<file path="src/rtl/u2u8_pkg.sv">
// shared types, constants and byte encoding helpers for the utf-16/32 to utf-8 transcoder
package u2u8_pkg;

  localparam int QUEUE_DEPTH_DEFAULT = 4;

  localparam logic [31:0] MAX_CP       = 32'h0010_FFFF;
  localparam logic [20:0] REPLACE_CP   = 21'h00_FFFD;
  localparam logic [15:0] SURR_FIRST   = 16'hD800;
  localparam logic [15:0] SURR_HI_LAST = 16'hDBFF;
  localparam logic [15:0] SURR_LO_FIRST = 16'hDC00;
  localparam logic [15:0] SURR_LAST    = 16'hDFFF;
  localparam logic [20:0] SUPP_BASE    = 21'h01_0000;
  localparam logic [2:0]  REPLACE_LEN  = 3'd3;

  typedef struct packed {
    logic [31:0] code_unit;
    logic        final_unit;
  } unit_word_t;

  typedef struct packed {
    logic [7:0] utf8_byte;
    logic       run_end;
  } byte_word_t;

  // one queued job: optional replacement char first, then optional code point
  typedef struct packed {
    logic        lead_fffd;
    logic        has_cp;
    logic [20:0] cp;
  } u2u8_job_t;

  // number of utf-8 bytes for a code point that is already in range
  function automatic logic [2:0] utf8_len(input logic [20:0] cp);
    logic [2:0] len;
    begin
      if (cp <= 21'h00_007F)      len = 3'd1;
      else if (cp <= 21'h00_07FF) len = 3'd2;
      else if (cp <= 21'h00_FFFF) len = 3'd3;
      else                        len = 3'd4;
      return len;
    end
  endfunction

  // byte k of the len-byte encoding of cp
  function automatic logic [7:0] utf8_byte_at(input logic [20:0] cp, input logic [2:0] len,
                                              input logic [1:0] k);
    logic [7:0] b;
    begin
      b = 8'h00;
      case (len)
        3'd1: b = {1'b0, cp[6:0]};
        3'd2: begin
          case (k)
            2'd0:    b = 8'hC0 | {3'b000, cp[10:6]};
            default: b = 8'h80 | {2'b00, cp[5:0]};
          endcase
        end
        3'd3: begin
          case (k)
            2'd0:    b = 8'hE0 | {4'h0, cp[15:12]};
            2'd1:    b = 8'h80 | {2'b00, cp[11:6]};
            default: b = 8'h80 | {2'b00, cp[5:0]};
          endcase
        end
        default: begin
          case (k)
            2'd0:    b = 8'hF0 | {5'b00000, cp[20:18]};
            2'd1:    b = 8'h80 | {2'b00, cp[17:12]};
            2'd2:    b = 8'h80 | {2'b00, cp[11:6]};
            default: b = 8'h80 | {2'b00, cp[5:0]};
          endcase
        end
      endcase
      return b;
    end
  endfunction

endpackage

</file>
<file path="src/rtl/u2u8_front.sv">
// front end: accepts code units, pairs surrogates, queues code point jobs
module u2u8_front
  import u2u8_pkg::*;
(
  input  logic       clk,
  input  logic       rst,
  input  logic       unit_valid,
  output logic       unit_stall,
  input  unit_word_t unit_word,
  input  logic       cfg_valid,
  output logic       cfg_ready,
  input  logic       cfg_data,
  output logic       push,
  output u2u8_job_t  push_job,
  input  logic       queue_full
);

  logic       wide_units;
  logic       high_is_held;
  logic [9:0] held_high_bits;
  logic       high_is_held_next;
  logic [9:0] held_high_bits_next;
  logic       accept;
  logic [15:0] u;
  logic       is_low;
  logic       is_high;
  logic       cp_bad;

  assign cfg_ready  = 1'b1;
  assign unit_stall = queue_full;
  assign accept     = unit_valid && !unit_stall;

  assign u       = unit_word.code_unit[15:0];
  assign is_low  = u inside {[SURR_LO_FIRST:SURR_LAST]};
  assign is_high = u inside {[SURR_FIRST:SURR_HI_LAST]};
  assign cp_bad  = (unit_word.code_unit > MAX_CP) ||
                   (unit_word.code_unit inside
                      {[{16'h0000, SURR_FIRST}:{16'h0000, SURR_LAST}]});

  always_comb begin
    push_job            = '0;
    high_is_held_next   = high_is_held;
    held_high_bits_next = held_high_bits;
    if (wide_units) begin
      push_job.has_cp = 1'b1;
      push_job.cp     = cp_bad ? REPLACE_CP : unit_word.code_unit[20:0];
    end else if (high_is_held && is_low) begin
      push_job.has_cp     = 1'b1;
      push_job.cp         = SUPP_BASE + {1'b0, held_high_bits, u[9:0]};
      high_is_held_next   = 1'b0;
      held_high_bits_next = '0;
    end else begin
      push_job.lead_fffd  = high_is_held;
      high_is_held_next   = 1'b0;
      held_high_bits_next = '0;
      if (is_high && !unit_word.final_unit) begin
        high_is_held_next   = 1'b1;
        held_high_bits_next = u[9:0];
      end else begin
        push_job.has_cp = 1'b1;
        push_job.cp     = (is_low || is_high) ? REPLACE_CP : {5'b00000, u};
      end
    end
  end

  // a held high surrogate alone produces no job
  assign push = accept && (push_job.has_cp || push_job.lead_fffd);

  always_ff @(posedge clk) begin
    if (rst) begin
      wide_units     <= 1'b0;
      high_is_held   <= 1'b0;
      held_high_bits <= '0;
    end else if (cfg_valid && cfg_ready) begin
      wide_units     <= cfg_data;
      high_is_held   <= 1'b0;
      held_high_bits <= '0;
    end else if (accept) begin
      high_is_held   <= high_is_held_next;
      held_high_bits <= held_high_bits_next;
    end
  end

endmodule

</file>
<file path="src/rtl/u2u8_queue.sv">
// small fifo of jobs between the front end and the byte emitter
module u2u8_queue
  import u2u8_pkg::*;
#(
  parameter int QUEUE_DEPTH = QUEUE_DEPTH_DEFAULT
) (
  input  logic      clk,
  input  logic      rst,
  input  logic      push,
  input  u2u8_job_t push_job,
  output logic      full,
  input  logic      pop,
  output logic      head_valid,
  output u2u8_job_t head_job
);

  localparam int PTR_W = (QUEUE_DEPTH > 1) ? $clog2(QUEUE_DEPTH) : 1;
  localparam int CNT_W = $clog2(QUEUE_DEPTH + 1);
  localparam logic [PTR_W-1:0] LAST_PTR = PTR_W'(QUEUE_DEPTH - 1);
  localparam logic [CNT_W-1:0] DEPTH_CNT = CNT_W'(QUEUE_DEPTH);

  u2u8_job_t        slots [QUEUE_DEPTH];
  logic [PTR_W-1:0] wr_ptr;
  logic [PTR_W-1:0] rd_ptr;
  logic [CNT_W-1:0] count;
  logic             do_push;
  logic             do_pop;

  assign full       = (count == DEPTH_CNT);
  assign head_valid = (count != '0);
  assign head_job   = slots[rd_ptr];
  assign do_push    = push && !full;
  assign do_pop     = pop && head_valid;

  always_ff @(posedge clk) begin
    if (do_push) begin
      slots[wr_ptr] <= push_job;
    end
  end

  always_ff @(posedge clk) begin
    if (rst) begin
      wr_ptr <= '0;
      rd_ptr <= '0;
      count  <= '0;
    end else begin
      if (do_push) begin
        wr_ptr <= (wr_ptr == LAST_PTR) ? '0 : wr_ptr + 1'b1;
      end
      if (do_pop) begin
        rd_ptr <= (rd_ptr == LAST_PTR) ? '0 : rd_ptr + 1'b1;
      end
      case ({do_push, do_pop})
        2'b10:   count <= count + 1'b1;
        2'b01:   count <= count - 1'b1;
        default: count <= count;
      endcase
    end
  end

endmodule

</file>
<file path="src/rtl/u2u8_back.sv">
// back end: walks one job per pass and sends one utf-8 byte per cycle while a job waits and the output is not stalled
module u2u8_back
  import u2u8_pkg::*;
(
  input  logic       clk,
  input  logic       rst,
  input  logic       head_valid,
  input  u2u8_job_t  head_job,
  output logic       pop,
  output logic       byte_valid,
  input  logic       byte_stall,
  output byte_word_t byte_word
);

  logic [2:0] step;
  logic [2:0] cp_len;
  logic [2:0] lead_n;
  logic [2:0] total;
  logic [2:0] k_full;
  logic       in_fffd;
  logic       last;
  logic       load;
  logic [7:0] next_byte;

  assign cp_len  = utf8_len(head_job.cp);
  assign lead_n  = head_job.lead_fffd ? REPLACE_LEN : 3'd0;
  assign total   = lead_n + (head_job.has_cp ? cp_len : 3'd0);
  assign in_fffd = head_job.lead_fffd && (step < REPLACE_LEN);
  assign k_full  = step - lead_n;
  assign last    = (step == total - 3'd1);

  always_comb begin
    if (in_fffd) begin
      next_byte = utf8_byte_at(REPLACE_CP, REPLACE_LEN, step[1:0]);
    end else begin
      next_byte = utf8_byte_at(head_job.cp, cp_len, k_full[1:0]);
    end
  end

  // output register frees up when its word is taken
  assign load = head_valid && (!byte_valid || !byte_stall);
  assign pop  = load && last;

  always_ff @(posedge clk) begin
    if (load) begin
      byte_word.utf8_byte <= next_byte;
      byte_word.run_end   <= last;
    end
  end

  always_ff @(posedge clk) begin
    if (rst) begin
      byte_valid <= 1'b0;
      step       <= '0;
    end else begin
      if (load) begin
        byte_valid <= 1'b1;
        step       <= last ? 3'd0 : step + 3'd1;
      end else if (!byte_stall) begin
        byte_valid <= 1'b0;
      end
    end
  end

endmodule

</file>
<file path="src/rtl/utf16_to_utf8_transcoder_core.sv">
// utf-16/utf-32 to utf-8 transcoder top level
// the first byte of a word passes through the job queue, then the output byte register
// throughput: one byte per cycle while the output is not stalled; a word yields 0 to 6 bytes
// a word is accepted every cycle while the job queue has room, set by the byte emitter
// reset: queue empty, no surrogate held, 16-bit unit mode
module utf16_to_utf8_transcoder_core
  import u2u8_pkg::*;
#(
  parameter int QUEUE_DEPTH = QUEUE_DEPTH_DEFAULT
) (
  input  logic       clk,
  input  logic       rst,
  input  logic       unit_valid,
  output logic       unit_stall,
  input  unit_word_t unit_word,
  input  logic       cfg_valid,
  output logic       cfg_ready,
  input  logic       cfg_data,
  output logic       byte_valid,
  input  logic       byte_stall,
  output byte_word_t byte_word
);

  logic      push;
  u2u8_job_t push_job;
  logic      queue_full;
  logic      pop;
  logic      head_valid;
  u2u8_job_t head_job;

  u2u8_front u_front (
    .clk        (clk),
    .rst        (rst),
    .unit_valid (unit_valid),
    .unit_stall (unit_stall),
    .unit_word  (unit_word),
    .cfg_valid  (cfg_valid),
    .cfg_ready  (cfg_ready),
    .cfg_data   (cfg_data),
    .push       (push),
    .push_job   (push_job),
    .queue_full (queue_full)
  );

  u2u8_queue #(
    .QUEUE_DEPTH (QUEUE_DEPTH)
  ) u_queue (
    .clk        (clk),
    .rst        (rst),
    .push       (push),
    .push_job   (push_job),
    .full       (queue_full),
    .pop        (pop),
    .head_valid (head_valid),
    .head_job   (head_job)
  );

  u2u8_back u_back (
    .clk        (clk),
    .rst        (rst),
    .head_valid (head_valid),
    .head_job   (head_job),
    .pop        (pop),
    .byte_valid (byte_valid),
    .byte_stall (byte_stall),
    .byte_word  (byte_word)
  );

endmodule
</file>
<file path="config.mk">
export PLATFORM = sky130hd
export DESIGN_NAME = utf16_to_utf8_transcoder_core
export DESIGN_NICKNAME = d
export VERILOG_FILES = /design/src/rtl/u2u8_pkg.sv /design/src/rtl/u2u8_front.sv /design/src/rtl/u2u8_queue.sv /design/src/rtl/u2u8_back.sv /design/src/rtl/utf16_to_utf8_transcoder_core.sv
export SDC_FILE = /design/constraint.sdc
export NUM_CORES = 1
export LEC_CHECK = 0
export BUFFER_PORTS_ARGS = -buffer_cell sky130_fd_sc_hd__buf_4
export CAP_MARGIN = 20
export CORE_UTILIZATION = 27
export DETAILED_ROUTE_END_ITERATION = 8
export PLACE_DENSITY_LB_ADDON = 0.1
export SLEW_MARGIN = 25
export SYNTH_ARGS = -nofsm -noshare
export SYNTH_HDL_FRONTEND = slang
export SYNTH_SLANG_ARGS = --single-unit
</file>
<file path="constraint.sdc">
create_clock -name clk -period 9.3 [get_ports clk]
set_input_delay 1.395 -clock clk [delete_from_list [all_inputs] [get_ports clk]]
set_output_delay 1.395 -clock clk [all_outputs]
set_load 0.02 [all_outputs]
</file>
==> results of run 1 <==
## per-stage QoR
step	total power, mW	hold slack (ns)
floorplan	1.31	0.469
global placement	1.50	0.455
detailed placement	1.50	0.476
CTS	2.14	0.484
global route	2.24	0.505
finish	2.11	0.480
## final timing paths
| check | startpoint | to | slack, ns | cells after the start |
|---|---|---|---|---|
| min | u_back.byte_valid | u_back.byte_valid | 0.48 | 2 |
| max reg2reg | flip-flop | u_queue.count[2] | 4.15 | 19 |
| min reg2reg | u_back.byte_valid | u_back.byte_valid | 0.48 | 2 |
| max | flip-flop | u_queue.count[2] | 4.15 | 19 |
## worst reg2reg max path, delay by kind of cell, from the launching register on
kind / cells / cell delay (ns)
mux: 1 / 0.61
fa+ha+maj: 4 / 0.91
simple gates: 7 / 2.01
xor+xnor: 2 / 0.42
flops: 1 / 0.30
compound gates: 2 / 0.29
buf+inv: 3 / 0.52
## metal layers
metal,global-route usage,vias to the layer above,routed length [um],part of all wire
met5,0,-,0,0
met1,0.173,1924,6850,0.48
met4,0.0434,0,197,0.014
met2,0.220,84,6740,0.47
li1,-,1816,-,-
met3,0.0358,13,492,0.034
## power groups by stage
| stage | Clock, mW | Combinational [mW] | Sequential (mW) |
|---|---|---|---|
| global route | 0.681 | 0.824 | 0.739 |
| floorplan | 0 | 0.542 | 0.764 |
| CTS | 0.654 | 0.758 | 0.731 |
| finish | 0.637 | 0.745 | 0.730 |
| global placement | 0 | 0.757 | 0.741 |
| detailed placement | 0 | 0.755 | 0.743 |
## cells by family (layout without fill, tap and decap cells)
logic type,count (synthesis),count (layout),synth area share
mux,40,40,0.122
flops,126,126,0.593
buf+inv,41,109,0.0313
compound gates,97,97,0.105
simple gates,111,111,0.0962
xor+xnor,9,9,0.0170
fa+ha+maj,16,16,0.0349
other cells,1,1,0.000630
## sequential cells by signal, summed over array words and instances (netlist names), named ones only
| name | cells |
|---|---|
| u_queue.wr_ptr | 2 |
| u_queue.rd_ptr | 2 |
| u_back.byte_valid | 1 |
| u_back.byte_word | 9 |
| u_queue.count | 3 |
| u_front.high_is_held | 1 |
| u_queue.slots | 92 |
| u_front.held_high_bits | 10 |
| u_front.wide_units | 1 |
| u_back.step | 3 |
## cell type report
type	instances	share of cell area
clock buffers	19	0.0602
clock inverters	13	0.0193
inverters	20	0.0104
multi-input cells	274	0.312
flip-flops and latches	126	0.491
well taps	275	0.0478
repair buffers	57	0.0595
## layout by cell type (no fill, tap or decap), types with 5 or more instances in the layout
cell / Yosys / final
edfxtp_1: 101 / 101
buf_4: 2 / 57
nor2_1: 42 / 42
o21ai_0: 27 / 27
mux4_2: 26 / 26
dfxtp_1: 25 / 25
inv_1: 20 / 20
nand2_1: 20 / 20
a21oi_1: 18 / 18
clkbuf_16: 0 / 17
ha_1: 15 / 15
mux2i_1: 14 / 14
a22oi_1: 14 / 14
a211oi_1: 9 / 9
nand3_1: 8 / 8
nor3_1: 6 / 6
and2_1: 6 / 6
xor2_1: 5 / 5
a31oi_1: 5 / 5
a22o_1: 5 / 5
==> qor.csv, run 1 <==
metric;value;unit
status;completed;
Clk pwr share;0.302;
Synthesized Nets;496;
via count;3837;
post-synth top area share;0.509;
WP data arrival;5.49;ns
Placed Instances;752;
Congestion Overflow GR;0;
worst path buffer plus inverter count;3;
kind of critical path;reg2reg;
Peak Freq;0.194;GHz
Routed WL per cell;18.2;um
combinational share of power;0.353;
Required @ worst endpoint;9.64;ns
CP max-delay cell;mux4_2;
post-synthesis sequential area ratio;0.593;
worst path cell trace;buf_4 > mux4_2 > or4_4 > nor3b_2 > nand3b_1 > ha_1 > inv_1 > ha_1 > xor3_1 > or2_1 > a21oi_1 > nor3_2 > nor2_1 > ha_1 > inv_1 > fa_1 > xor2_1 > or3_1 > a21oi_1;
P&R area growth vs syn;20.8;%
TritonCTS Buffers;17;
Filler cells;2132;
first-pass GRT wire length;22.2;mm
maximum fanout along the worst path;23;
vias in the first global route;3949;
synth top area cells;edfxtp_1, mux4_2, dfxtp_1, ha_1, nor2_1;
Worst-path clk slew;0.06;ns
YS warnings;0;
CTS tree;built;
CP endpoint kind;flip-flop;
CP top delay family;simple AND/OR/NAND/NOR gates;
row cnt;53;
Clk Latency, worst-skew pair;0.41;ns
Post-synth EDFFs;101;
Netlist cell types;59;
Hold Crit Class;reg2reg;
post-cts hold buffer count;0;
drt first-iter violations;124;
hpwl dp;10.3;mm
prevailing post-synth register cell;edfxtp_1;
# diodes;0;
Die Ht;151;um
IO Pins;51;
Core Box Area;0.0214;mm^2
area of the multi-input gates;0.00224;mm^2
Synth area leader;edfxtp_1;
setup ws final;4.15;ns
die area;0.0227;mm^2
Power Density;294;mW/mm^2
Least-Margin Pin Slew;0.816;ns
Num Clock Sinks;126;
RSZ-0062 raised after global routing;no;
cell mode on critical path;ha_1;
drt total wl;14.3;mm
layout cells sized above 1;0.242;
clock root buffer;clkbuf_16;
Antenna Nets Post-Route;0;
Starting Density;0.279;
most frequent cell after synthesis;edfxtp_1;
CTS max path bufs;2;
DP Area;0.00662;mm^2
CP Launch Type;flip-flop;
max cap viols;0;
Pre-antenna DRT Iters;4;
post-CTS setup buffers;0;
fin cells;784;
setup_tns;0;ns
I/O Buffers;49;
final setup vio count;0;
Slew Limit Headroom;0.454;
final instance area;0.00719;mm^2
period utilisation layout;0.554;
Reg area;0.00353;mm^2
GP Congestion;0.761;
post-CTS sizing;0;
max incr delay on CP;0.60;ns
drt drc;0;
pre-CTS WS;4.09;ns
die width;151;um
clock skew;0.0127;ns
Fin. Hold Viols;0;
sw power;700;uW
Mean Syn Cell Area;13.5;um^2
Cell Int Power;1.41;mW
synthesized instance count;441;
Reg power frac;0.346;
Lkg Pwr;2.50;nW
Async S/R FF share, synth;0;
top cell types by occurrence after synthesis;edfxtp_1, nor2_1, o21ai_0, mux4_2, dfxtp_1;
peak supply drop;116;uV
initial antenna violation count;0;
max-slew violation count;0;
Switching Fraction;0.331;
crit path time final;5.15;ns
synthesized flop and latch total;126;
Vias per Instance;4.89;
Total GRT Usage;0.135;
largest net degree at the start of global routing;26;
NumNets Final;551;
final core occ;0.337;
H-tree depth reported by CTS;4;
mapped cell area;0.00596;mm^2
Note: power is estimated with default switching activity, not from simulation.
==> inputs of run 2 (changes only) <==
- clock period: 9.3 -> 4.9 ns (I/O delays scaled with it)
==> qor.csv, run 2 (synthesized netlist as in run 1, its figures left out) <==
metric;value;unit;change
kind of critical path;reg2reg;;unchanged
WP data arrival;5.00;ns;was 5.49 ns
I/O Buffers;49;;unchanged
sw power;1.32;mW;was 700 uW
clock skew;0.00788;ns;was 0.0127 ns
Antenna Nets Post-Route;0;;unchanged
Top reg by flops;u_queue.slots;;unchanged
post-CTS setup buffers;0;;unchanged
hpwl dp;10.6;mm;was 10.3 mm
P&R area growth vs syn;22.2;%;was 20.8%
CTS max path bufs;2;;unchanged
Clk pwr share;0.314;;was 0.302
GP Congestion;0.781;;was 0.761
die area;0.0227;mm^2;unchanged
Worst-path clk slew;0.05;ns;was 0.06 ns
drt total wl;14.5;mm;was 14.3 mm
drt first-iter violations;195;;was 124
drt drc;0;;unchanged
max-slew violation count;0;;unchanged
Required @ worst endpoint;5.24;ns;was 9.64 ns
Slew Limit Headroom;0.386;;was 0.454
post-CTS sizing;0;;unchanged
Lkg Pwr;2.55;nW;was 2.50 nW
first-pass GRT wire length;22.6;mm;was 22.2 mm
biggest regs;u_queue.slots x92, u_front.held_high_bits x10, u_back.byte_word x9;;unchanged
Congestion Overflow GR;0;;unchanged
maximum fanout along the worst path;5;;was 23
die width;151;um;unchanged
Core Box Area;0.0214;mm^2;unchanged
RSZ-0062 raised after global routing;no;;unchanged
IO Pins;51;;unchanged
clock root buffer;clkbuf_16;;unchanged
Power Density;572;mW/mm^2;was 294 mW/mm^2
gr busiest metal;met2;;unchanged
flop2flop setup slack;0.24;ns;was 4.15 ns
period utilisation layout;0.951;;was 0.554
leading cell type in the layout, fill and taps excluded;edfxtp_1;;unchanged
Total GRT Usage;0.139;;was 0.135
peak supply drop;232;uV;was 116 uV
Pre-antenna DRT Iters;4;;unchanged
NumNets Final;556;;was 551
final setup vio count;0;;unchanged
Die Ht;151;um;unchanged
status;completed;;unchanged
Hold Startpoint;u_back.byte_valid;;unchanged
CP Launch Type;flip-flop;;unchanged
Cell Int Power;2.84;mW;was 1.41 mW
combinational share of power;0.350;;was 0.353
post-cts hold buffer count;0;;unchanged
crit path time final;4.66;ns;was 5.15 ns
largest net degree at the start of global routing;24;;was 26
setup ws final;0.238;ns;was 4.15 ns
Peak Freq;0.215;GHz;was 0.194 GHz
setup_tns;0;ns;unchanged
most frequent cells in the layout;edfxtp_1, buf_4, nor2_1;;unchanged
Filler cells;2105;;was 2132
row cnt;53;;unchanged
Least-Margin Pin Slew;0.913;ns;was 0.816 ns
Routed WL per cell;18.4;um;was 18.2 um
Hold Crit Class;reg2reg;;unchanged
Switching Fraction;0.317;;was 0.331
Clk Latency, worst-skew pair;0.41;ns;about the same
Num Clock Sinks;126;;unchanged
Reg power frac;0.335;;was 0.346
M1 GR Usage;0.175;;was 0.173
vias in the first global route;3881;;was 3949
met2 usage;0.227;;was 0.220
TritonCTS Buffers;17;;unchanged
via count;3849;;was 3837
layout cells sized above 1;0.240;;was 0.242
max cap viols;0;;unchanged
pre-CTS WS;0.218;ns;was 4.09 ns
CP endpoint kind;flip-flop;;unchanged
# diodes;0;;unchanged
Starting Density;0.279;;unchanged
M3 GR Usage;0.0391;;was 0.0358
Vias per Instance;4.88;;was 4.89
initial antenna violation count;0;;unchanged
final core occ;0.341;;was 0.337
H-tree depth reported by CTS;4;;unchanged
CTS tree;built;;unchanged
Largest register FFs;92;;unchanged
Fin. Hold Viols;0;;unchanged
==> run 2: changes by cell type in the layout (fill, tap and decap cells not counted), moves of 2 or more <==
cell	delta
bufinv_16	+2
clkinv_4	-3
buf_4	+4
clkinv_2	-2
inv_6	-2
clkbuf_8	+2
clkbuf_1	+3
==> run 2: stage by stage <==
stage	instances	power [mW]	hold WS (ns)	area [um^2]
2_1_floorplan	441	2.48	0.469	5960
3_3_place_gp	757	2.89	0.454	6670
3_5_place_dp	757	2.89	0.470	6670
4_1_cts	788	4.22	0.478	7280
5_1_grt	788	4.40	0.510	7280
6_report	788	4.16	0.473	7280
==> run 2: per-layer routing <==
layer	wire, um	share of wire
met3	555	0.038
met4	201	0.014
met2	6950	0.48
met5	0	0
met1	6820	0.47
==> run 2: power groups by stage <==
| stage | Sequential [mW] | Clock [mW] | Combinational, mW |
|---|---|---|---|
| final | 1.40 | 1.31 | 1.46 |
| after global routing | 1.41 | 1.38 | 1.61 |
| after CTS | 1.40 | 1.34 | 1.48 |
| after detailed placement | 1.42 | 0 | 1.47 |
| after global placement | 1.42 | 0 | 1.47 |
| after floorplan | 1.45 | 0 | 1.03 |
==> run 2: worst paths after layout <==
path / endpoint / cells after the start
setup / recovery: u_queue.count[2] / 19
hold / removal: u_back.byte_valid / 2
setup reg to reg: u_queue.count[2] / 19
hold reg to reg: u_back.byte_valid / 2
==> run 2: final cells by class <==
type | count | area, um^2 | share of cell area
multi-input cells | 274 | 2240 | 0.307
inverters | 20 | 75.1 | 0.0103
repair buffers | 62 | 478 | 0.0657
well taps | 275 | 344 | 0.0473
flip-flops and latches | 126 | 3530 | 0.486
clock inverters | 7 | 138 | 0.0189
clock buffers | 24 | 472 | 0.0648
==> run 2: critical path, cell delays in order, from the launching register on <==
cell and delay (ns):
dfxtp_1 0.37, buf_4 0.19, mux4_2 0.55, or4_4 0.60
or2_4 0.27, o211ai_1 0.18, ha_1 0.18, inv_1 0.04
ha_1 0.28, xnor2_1 0.15, nand2_1 0.10, and4bb_1 0.28
nor3_2 0.05, nor2_1 0.10, ha_1 0.18, inv_1 0.06
fa_1 0.37, xor2_1 0.17, or3_1 0.31, a21oi_1 0.15
==> inputs of run 3 (changes only) <==
- CORE_ASPECT_RATIO: not set -> 1.2
==> qor.csv, run 3 (synthesized netlist as in run 1, its figures left out) <==
metric;value;unit;change
status;completed;;unchanged
maximum fanout along the worst path;13;;was 5
max-slew violation count;0;;unchanged
clock skew;0.00897;ns;was 0.00788 ns
worst path buffer plus inverter count;3;;unchanged
kind of critical path;reg2reg;;unchanged
period utilisation layout;0.930;;was 0.951
H-tree depth reported by CTS;4;;unchanged
Core Box Area;0.0216;mm^2;was 0.0214 mm^2
final setup vio count;0;;unchanged
Total GRT Usage;0.131;;was 0.139
die area;0.0227;mm^2;about the same
clock root buffer;clkbuf_16;;unchanged
Required @ worst endpoint;5.25;ns;was 5.24 ns
via count;3780;;was 3849
GP Congestion;0.787;;was 0.781
hpwl dp;10.2;mm;was 10.6 mm
max incr delay on CP;0.57;ns;was 0.60 ns
Lkg Pwr;2.54;nW;was 2.55 nW
first-pass GRT wire length;21.3;mm;was 22.6 mm
Num Clock Sinks;126;;unchanged
TritonCTS Buffers;17;;unchanged
IO Pins;51;;unchanged
Antenna Nets Post-Route;0;;unchanged
P&R area growth vs syn;21.8;%;was 22.2%
Placed Instances;758;;was 757
Vias per Instance;4.78;;was 4.88
Fin. Hold Viols;0;;unchanged
biggest regs;u_queue.slots x92, u_front.held_high_bits x10, u_back.byte_word x9;;unchanged
# diodes;0;;unchanged
CP Launch Type;flip-flop;;unchanged
Pre-antenna DRT Iters;4;;unchanged
Clk Latency, worst-skew pair;0.41;ns;about the same
WP data arrival;4.90;ns;was 5.00 ns
Congestion Overflow GR;0;;unchanged
setup_tns;0;ns;unchanged
Routed WL per cell;17.5;um;was 18.4 um
Filler cells;2138;;was 2105
drt drc;0;;unchanged
layout cells sized above 1;0.244;;was 0.240
CP endpoint kind;flip-flop;;unchanged
Hold Crit Class;reg2reg;;unchanged
I/O Buffers;49;;unchanged
initial antenna violation count;0;;unchanged
NumNets Final;558;;was 556
Cell Int Power;2.76;mW;was 2.84 mW
CP top delay family;simple AND/OR/NAND/NOR gates;;unchanged
post-CTS setup buffers;0;;unchanged
Slew Limit Headroom;0.373;;was 0.386
fin cells;790;;was 788
Die Ht;165;um;was 151 um
Switching Fraction;0.322;;was 0.317
max cap viols;0;;unchanged
most frequent cells in the layout;edfxtp_1, buf_4, nor2_1;;unchanged
vias in the first global route;3819;;was 3881
drt first-iter violations;204;;was 195
crit path time final;4.56;ns;was 4.66 ns
leading cell type in the layout, fill and taps excluded;edfxtp_1;;unchanged
CTS tree;built;;unchanged
Least-Margin Pin Slew;0.933;ns;was 0.913 ns
DP Area;0.00668;mm^2;was 0.00667 mm^2
die width;138;um;was 151 um
Clk pwr share;0.300;;was 0.314
Top reg by flops;u_queue.slots;;unchanged
Pwr Total;4.07;mW;was 4.16 mW
Worst-path clk slew;0.06;ns;was 0.05 ns
combinational share of power;0.355;;was 0.350
RSZ-0062 raised after global routing;no;;unchanged
CP max-delay cell;mux4_2;;was or4_4
Peak Freq;0.219;GHz;was 0.215 GHz
row cnt;59;;was 53
setup ws final;0.342;ns;was 0.238 ns
peak supply drop;231;uV;was 232 uV
Power Density;561;mW/mm^2;was 572 mW/mm^2
final instance area;0.00726;mm^2;was 0.00728 mm^2
drt total wl;13.9;mm;was 14.5 mm
sw power;1.31;mW;was 1.32 mW
pre-CTS WS;0.136;ns;was 0.218 ns
Starting Density;0.275;;was 0.279
Reg power frac;0.345;;was 0.335
cell mode on critical path;ha_1;;unchanged
largest net degree at the start of global routing;24;;unchanged
Largest register FFs;92;;unchanged
worst path cell trace;buf_12 > mux4_2 > nor3_1 > and2_1 > nand3b_1 > ha_1 > inv_1 > ha_1 > xor3_1 > or2_1 > a21oi_1 > nor3_2 > nor2_1 > ha_1 > inv_1 > fa_1 > xor2_1 > or3_1 > a21oi_1;;was buf_4 > mux4_2 > or4_4 > or2_4 > o211ai_1 > ha_1 > inv_1 > ha_1 > xnor2_1 > nand2_1 > and4bb_1 > nor3_2 > nor2_1 > ha_1 > inv_1 > fa_1 > xor2_1 > or3_1 > a21oi_1
CTS max path bufs;2;;unchanged
==> run 3: layout make-up <==
| class | instances | area (um^2) | area share |
|---|---|---|---|
| well taps | 274 | 343 | 0.0472 |
| repair buffers | 64 | 493 | 0.0679 |
| clock buffers | 25 | 485 | 0.0669 |
| inverters | 20 | 75.1 | 0.0103 |
| multi-input cells | 274 | 2240 | 0.308 |
| flip-flops and latches | 126 | 3530 | 0.487 |
| clock inverters | 7 | 88.8 | 0.0122 |
==> run 3: metal layers <==
| metal | global-route usage | vias to the layer above | part of all wire |
|---|---|---|---|
| met5 | 0 | - | 0 |
| met1 | 0.155 | 1881 | 0.44 |
| met2 | 0.225 | 60 | 0.51 |
| met3 | 0.0276 | 11 | 0.026 |
| li1 | - | 1828 | - |
| met4 | 0.0604 | 0 | 0.018 |
==> run 3: stage by stage <==
step                      hold slack (ns)  utilization
after global placement              0.456        0.309
final                               0.468        0.336
after CTS                           0.469        0.335
after floorplan                     0.469            -
after global routing                0.495        0.336
after detailed placement            0.461        0.309
==> run 3: worst paths after layout <==
path | start | end | slack [ns] | cells after the start
max | flip-flop | u_queue.count[2] | 0.34 | 19
max reg2reg | flip-flop | u_queue.count[2] | 0.34 | 19
min reg2reg | u_back.byte_valid | u_back.byte_valid | 0.47 | 2
min | u_back.byte_valid | u_back.byte_valid | 0.47 | 2
==> run 3: power groups by stage <==
stage	combinational [mW]	clock [mW]	sequential (mW)
6_report	1.45	1.22	1.40
5_1_grt	1.59	1.30	1.42
4_1_cts	1.47	1.25	1.41
3_5_place_dp	1.46	0	1.43
3_3_place_gp	1.48	0	1.42
2_1_floorplan	1.03	0	1.45
==> run 3: tightest hold or removal path: stages, from the launching register on <==
cell and delay, ns:
dfxtp_1 0.32, nand2_1 0.06, a21oi_1 0.05
==> run 3: repair_timing <==
action | in CTS | in global routing
endpoints found under the setup margin | 0 | 1
endpoints found under the hold margin | 0 | 0
resized for setup | 0 | 1
hold buffers | 0 | 0
